$ cat config.mk
export PLATFORM = sky130hd
export DESIGN_NAME = lru_key_value_cache
export DESIGN_NICKNAME = d
export VERILOG_FILES = /design/src/hdl/lru_kv_pkg.sv /design/src/hdl/lru_key_value_cache.sv
export SDC_FILE = /design/constraint.sdc
export NUM_CORES = 2
export LEC_CHECK = 0
export ABC_AREA = 1
export BUFFER_PORTS_ARGS = -buffer_cell sky130_fd_sc_hd__buf_2
export CORE_ASPECT_RATIO = 0.5
export CORE_MARGIN = 3
export CORE_UTILIZATION = 45
export DETAILED_ROUTE_END_ITERATION = 8
export SETUP_SLACK_MARGIN = 0.5
export SYNTH_ARGS = -nofsm -noshare
export SYNTH_HDL_FRONTEND = slang
export SYNTH_SLANG_ARGS = --single-unit
$ cat constraint.sdc
create_clock -name clk -period 8.6 [get_ports clk]
set_input_delay 1.29 -clock clk [delete_from_list [all_inputs] [get_ports clk]]
set_output_delay 1.29 -clock clk [all_outputs]
set_load 0.05 [all_outputs]
$ cat src/hdl/lru_kv_pkg.sv
// Shared constants and word types for the LRU key-value cache.
package lru_kv_pkg;

  // Number of entries held in the cache
  localparam int MAX_ENTRIES = 16;
  // Index and recency rank width
  localparam int IDX_W = (MAX_ENTRIES > 1) ? $clog2(MAX_ENTRIES) : 1;
  // Width of the fill count, which must hold MAX_ENTRIES itself
  localparam int CNT_W = $clog2(MAX_ENTRIES + 1);
  // Capacity register width
  localparam int CAP_W = 5;
  // Common width used to compare fill count against capacity
  localparam int CMP_W = (CNT_W > CAP_W) ? CNT_W : CAP_W;

  localparam int KEY_W = 32;
  localparam int VAL_W = 32;

  // Request type codes
  localparam logic REQ_GET = 1'b0;
  localparam logic REQ_PUT = 1'b1;

  // Request word
  typedef struct packed {
    logic                    req_type;
    logic signed [KEY_W-1:0] key;
    logic signed [VAL_W-1:0] value;
  } req_t;

  // Result word
  typedef struct packed {
    logic                    found;
    logic signed [VAL_W-1:0] read_value;
    logic                    evicted;
  } rsp_t;

endpackage

$ cat src/hdl/lru_key_value_cache.sv
// Fully associative key-value cache with least-recently-used replacement.
//
//   port         dir     width  role
//   start/busy   in/out  1/1    request handshake, word taken when start && !busy
//   req          in      req_t  request word (req_type, key, value)
//   done         out     1      result strobe, one cycle per result word
//   rsp          out     rsp_t  result word (found, read_value, evicted)
//   cfg_wr_en    in      1      capacity write strobe
//   cfg_wr_data  in      5      capacity value
//
// One request per cycle; busy is never raised. A taken request is held in the
// input register, then looked up and applied against all entries in parallel
// (key match, free-slot and LRU-victim search) as its result is registered
// into rsp with done high. Synchronous reset empties the cache and sets
// capacity to 16. The receiver cannot stall the results.
module lru_key_value_cache (
  input  logic                 clk,
  input  logic                 rst,
  input  logic                 start,
  output logic                 busy,
  input  lru_kv_pkg::req_t     req,
  input  logic                 cfg_wr_en,
  input  logic [lru_kv_pkg::CAP_W-1:0] cfg_wr_data,
  output logic                 done,
  output lru_kv_pkg::rsp_t     rsp
);
  import lru_kv_pkg::*;

  // Input register
  req_t              req_q;
  logic              req_vld;

  // Capacity register
  logic [CAP_W-1:0]  capacity;

  // Entry storage
  logic [KEY_W-1:0]  keys   [MAX_ENTRIES];
  logic [VAL_W-1:0]  values [MAX_ENTRIES];
  logic [MAX_ENTRIES-1:0] valid;
  logic [IDX_W-1:0]  rank   [MAX_ENTRIES];
  logic [CNT_W-1:0]  used;

  // Lookup results
  logic [MAX_ENTRIES-1:0] hit_vec;
  logic [MAX_ENTRIES-1:0] victim_vec;
  logic              hit;
  logic [IDX_W-1:0]  hit_idx;
  logic [IDX_W-1:0]  free_idx;
  logic [IDX_W-1:0]  victim_idx;
  logic [IDX_W-1:0]  last_rank;
  logic [CMP_W-1:0]  eff_cap;
  logic              full;

  // Update decisions
  logic              is_put;
  logic              do_promote;
  logic              do_write;
  logic              do_insert;
  logic              do_evict;
  logic [IDX_W-1:0]  wr_idx;
  logic [CNT_W-1:0]  limit;
  logic [IDX_W-1:0]  rank_next [MAX_ENTRIES];
  rsp_t              rsp_next;

  assign busy = 1'b0;

  // Capture request word
  always_ff @(posedge clk) begin
    if (rst) begin
      req_vld <= 1'b0;
    end else begin
      req_vld <= start && !busy;
    end
  end

  always_ff @(posedge clk) begin
    if (start && !busy) begin
      req_q <= req;
    end
  end

  // Capacity register
  always_ff @(posedge clk) begin
    if (rst) begin
      capacity <= CAP_W'(MAX_ENTRIES);
    end else if (cfg_wr_en) begin
      capacity <= cfg_wr_data;
    end
  end

  // Parallel match, free-slot and victim search
  assign last_rank = IDX_W'(used - CNT_W'(1));

  always_comb begin
    hit_idx    = '0;
    free_idx   = '0;
    victim_idx = '0;
    for (int i = 0; i < MAX_ENTRIES; i++) begin
      hit_vec[i]    = valid[i] && (keys[i] == req_q.key);
      victim_vec[i] = valid[i] && (rank[i] == last_rank);
    end
    // walk downward so the lowest index wins
    for (int i = MAX_ENTRIES - 1; i >= 0; i--) begin
      if (hit_vec[i])    hit_idx    = IDX_W'(i);
      if (!valid[i])     free_idx   = IDX_W'(i);
      if (victim_vec[i]) victim_idx = IDX_W'(i);
    end
  end

  assign hit = |hit_vec;

  // Effective capacity: zero acts as one, large values saturate
  always_comb begin
    priority if (capacity == '0) begin
      eff_cap = CMP_W'(1);
    end else if (CMP_W'(capacity) > CMP_W'(MAX_ENTRIES)) begin
      eff_cap = CMP_W'(MAX_ENTRIES);
    end else begin
      eff_cap = CMP_W'(capacity);
    end
  end

  assign full = (CMP_W'(used) >= eff_cap) && (used != '0);

  // Choose target entry and promotion limit
  always_comb begin
    is_put     = (req_q.req_type == REQ_PUT);
    do_insert  = 1'b0;
    do_evict   = 1'b0;
    do_write   = 1'b0;
    do_promote = 1'b0;
    wr_idx     = hit_idx;
    limit      = CNT_W'(rank[hit_idx]);
    priority if (hit) begin
      do_promote = 1'b1;
      do_write   = is_put;
    end else if (is_put && full) begin
      do_evict   = 1'b1;
      do_write   = 1'b1;
      do_promote = 1'b1;
      wr_idx     = victim_idx;
      limit      = CNT_W'(last_rank);
    end else if (is_put) begin
      do_insert  = 1'b1;
      do_write   = 1'b1;
      do_promote = 1'b1;
      wr_idx     = free_idx;
      limit      = used + CNT_W'(1);
    end else begin
      do_promote = 1'b0;
    end
  end

  // Promotion: entries more recent than the limit age by one
  always_comb begin
    for (int i = 0; i < MAX_ENTRIES; i++) begin
      rank_next[i] = rank[i];
      if (do_promote) begin
        if (IDX_W'(i) == wr_idx) begin
          rank_next[i] = '0;
        end else if (valid[i] && (CNT_W'(rank[i]) < limit)) begin
          rank_next[i] = rank[i] + IDX_W'(1);
        end
      end
    end
  end

  // Result word
  always_comb begin
    rsp_next.found      = hit;
    rsp_next.read_value = (hit && !is_put) ? values[hit_idx] : '0;
    rsp_next.evicted    = do_evict;
  end

  // Control state update
  always_ff @(posedge clk) begin
    if (rst) begin
      valid <= '0;
      used  <= '0;
      for (int i = 0; i < MAX_ENTRIES; i++) begin
        rank[i] <= '0;
      end
    end else if (req_vld) begin
      for (int i = 0; i < MAX_ENTRIES; i++) begin
        rank[i] <= rank_next[i];
      end
      if (do_insert) begin
        valid[wr_idx] <= 1'b1;
        used          <= used + CNT_W'(1);
      end
    end
  end

  // Key and value storage
  always_ff @(posedge clk) begin
    if (req_vld && do_write) begin
      keys[wr_idx]   <= req_q.key;
      values[wr_idx] <= req_q.value;
    end
  end

  // Result register
  always_ff @(posedge clk) begin
    if (rst) begin
      done <= 1'b0;
    end else begin
      done <= req_vld;
    end
  end

  always_ff @(posedge clk) begin
    if (req_vld) begin
      rsp <= rsp_next;
    end
  end

endmodule

==> summary.txt <==
Status: finished, final reports clean
Critical Path End Type: flop
Most frequent cells in the layout: edfxtp_1, nand2_1, a21oi_1
# nets final: 4,688
Clock sinks: 1,215
Routability cong.: 0.908
Largest net degree at the start of global routing: 115
Antenna violations before repair: 4
Ratio of final minimum period to clock period: 81.1%
Antenna-violating nets left: 0
Placed Cells incl. Taps: 6,007
Synthesized flop and latch total: 1,215
Crit path largest cell delay: 0.67 ns
Peak VDD IR: 0.000187 V
Fin Hold WS: 0.532 ns
CP Data Required Time: 8.96 ns
Starting Density: 45.9%
CP top delay family: buffers and inverters
Critical path depth in cells: 28
Die Wd: 494 microns
Relative slew slack: 19.4%
Clk Latency, worst-skew pair: 0.74 ns
Unrepaired setup endpoints after global routing: no
Clock Skew: 0.0398 ns
Int Power: 9.58 mW
Worst-path fanout max: 41
Vias per inst: 5.93
Switching Fraction: 23.7%
Synth warn: 0
Final hold violation count: 0
Worst min-delay path class: reg2reg
I/O pin count: 110
Sw Pwr: 2.98 mW
Final Max Slew Viols: 0
Critical path type: reg2reg
Critical Path Source Type: flop
Final core utilization: 50.9%
Clock root cell: clkbuf_16
WP buf/inv: 8
Finished Layout Cells: 6,205
Core ar.: 117,000 sq um
Sequential fraction of the synthesis area: 67.6%
FP Rows: 88
Setup TNS: 0 ns
Leak pwr: 20.8 nW
Hold Buf Count CTS: 0
Grt ovf: 0
Post-CTS Setup Inserts: 0
Sequential share of power: 53.6%
Power Density: 211 nW/um^2
Cts bufs inserted: 108
DRT Wirelength: 164,000 microns
Max_cap viols: 0
Die Area: 123,000 sq um
# H-tree levels: 3
Min Tclk post-route: 6.98 ns
Vias in the first global route: 35,431
Setup violations, final: 0
Drt drc: 0
Post-synthesis net count: 4,606
Drt pass-1 iters: 6
Die Y: 250 microns
DR iter-0 viols: 4,286
Synthesized instance count: 4,460
CTS tree: done
FF-to-FF path depth: 28
Syn_area_per_cell: 12.0 sq um
Total GRT Usage: 26.1%
Detailed Place HPWL: 94,300 microns
Port bufs: 108
Synth Cell Area: 53,600 sq um
Worst slew pin tran: 1.21 ns
Gate power share: 6.9%
Via count: 36,791
Hold depth: 2
Post_cts resized: 0
Most common cell after layout, fill and taps aside: edfxtp_1
Crit-path slowest cell: a2111oi_0
CTS Buffer Depth: 3
F_max: 143 MHz
Area grow syn2layout: 10.9%
Distinct cell type count after synthesis: 63
Worst EP arrival: 7.34 ns
Clock power frac: 39.5%
Layout cells sized above 1: 10.5%
Worst-path clk slew: 0.07 ns
WL/cell: 26.5 microns
First-pass GRT wire length: 239,000 microns
[worst register-to-register path, delay by kind of cell, from the launching register on]
kind	cells	cell delay, ns
AOI/OAI and AO/OA	9	1.73
adders and majority gates	1	0.31
and+or+nand+nor	10	1.22
buffers and inverters	8	2.99
DFF	1	0.33
[power by group through the flow]
stage	sequential [mW]	combinational, mW	clock, mW
after CTS	6.73	0.860	5.02
after floorplan	6.86	0.476	0
final	6.73	0.872	4.96
after global routing	6.74	0.939	5.26
after detailed placement	6.86	0.856	0
after global placement	6.86	0.840	0
[cell type report]
type                            instances  area (sq um)
Antenna cell                            1          2.50
Clock buffer                          129          2870
Clock inverter                         68           664
Fill cell                           10165         57300
Inverter                              384          1450
Multi-Input combinational cell       2627         14900
Sequential cell                      1215         36200
Tap cell                             1575          1970
Timing Repair Buffer                  206          1350
[Yosys cell counts (all sizes together)]
library cell | count | area, sq um
nand3b | 1 | 7.51
o31ai | 1 | 7.51
nand4 | 67 | 425
clkbuf | 100 | 375
and3 | 2 | 12.5
a32o | 1 | 10.0
dfxtp | 28 | 561
nor4b | 3 | 26.3
nor3 | 19 | 95.1
o211ai | 39 | 307
nand2 | 591 | 2280
o22ai | 77 | 482
xnor2 | 119 | 1060
nor3b | 5 | 37.5
conb | 1 | 3.75
and2 | 5 | 31.3
or4 | 7 | 52.6
nor2 | 329 | 1280
clkinv | 2 | 7.51
o21bai | 15 | 113
or2 | 36 | 225
a211oi | 12 | 95.1
o21a | 4 | 30.0
nand3 | 182 | 948
a221o | 1 | 10.0
nor4 | 40 | 256
o21ai | 339 | 1710
xor2 | 86 | 772
ha | 72 | 901
a22o | 27 | 236
a311oi | 1 | 8.76
edfxtp | 1187 | 35600
a221oi | 15 | 131
o311ai | 98 | 858
a21oi | 395 | 2010
a2111oi | 15 | 131
o221ai | 5 | 43.8
buf | 134 | 797
inv | 382 | 1440
o2111ai | 15 | 131
a31oi | 2 | 12.5
[routing by layer]
| layer | up-vias | GRT usage, % | share of wire, % |
|---|---|---|---|
| met5 | - | 0 | 0.0079 |
| met4 | 2 | 8.19 | 3.1 |
| met3 | 319 | 4.69 | 8.7 |
| met2 | 1768 | 40.6 | 45 |
| met1 | 18355 | 37.4 | 43 |
| li1 | 16347 | - | - |
[state kept, by name, summed over array words and instances, names as in the netlist]
signal    count
rank         64
keys        512
values      512
valid        16
req_q        64
done          1
used          5
capacity      5
req_vld       1
is_put        1
rsp          34
[final timing paths]
| kind | from | endpoint | slack, ns |
|---|---|---|---|
| max | req_q[57] | rank[10][3] | 1.62 |
| min | capacity[1] | capacity[1] | 0.53 |
| max reg2reg | req_q[57] | rank[10][3] | 1.62 |
| min reg2reg | capacity[1] | capacity[1] | 0.53 |
[per-stage QoR]
| stage | setup WS, ns | power [mW] | cell area [sq um] |
|---|---|---|---|
| 2_1_floorplan | 1.90 | 7.34 | 53600 |
| 3_3_place_gp | 1.84 | 7.70 | 55900 |
| 3_5_place_dp | 1.84 | 7.72 | 55900 |
| 4_1_cts | 1.77 | 12.6 | 59400 |
| 5_1_grt | 1.19 | 12.9 | 59400 |
| 6_report | 1.62 | 12.6 | 59400 |
[kinds of logic (layout without fill, tap and decap cells)]
group / Yosys count / count (layout) / synth area share [%]
compound gates: 1062 / 1062 / 11.8
xor+xnor: 205 / 205 / 3.42
fa+ha+maj: 72 / 72 / 1.68
buf+inv: 618 / 787 / 4.88
flops: 1215 / 1215 / 67.6
other cells: 1 / 2 / 0.00700
simple gates: 1287 / 1287 / 10.6
No activity file was read; power rests on OpenSTA's default activity.
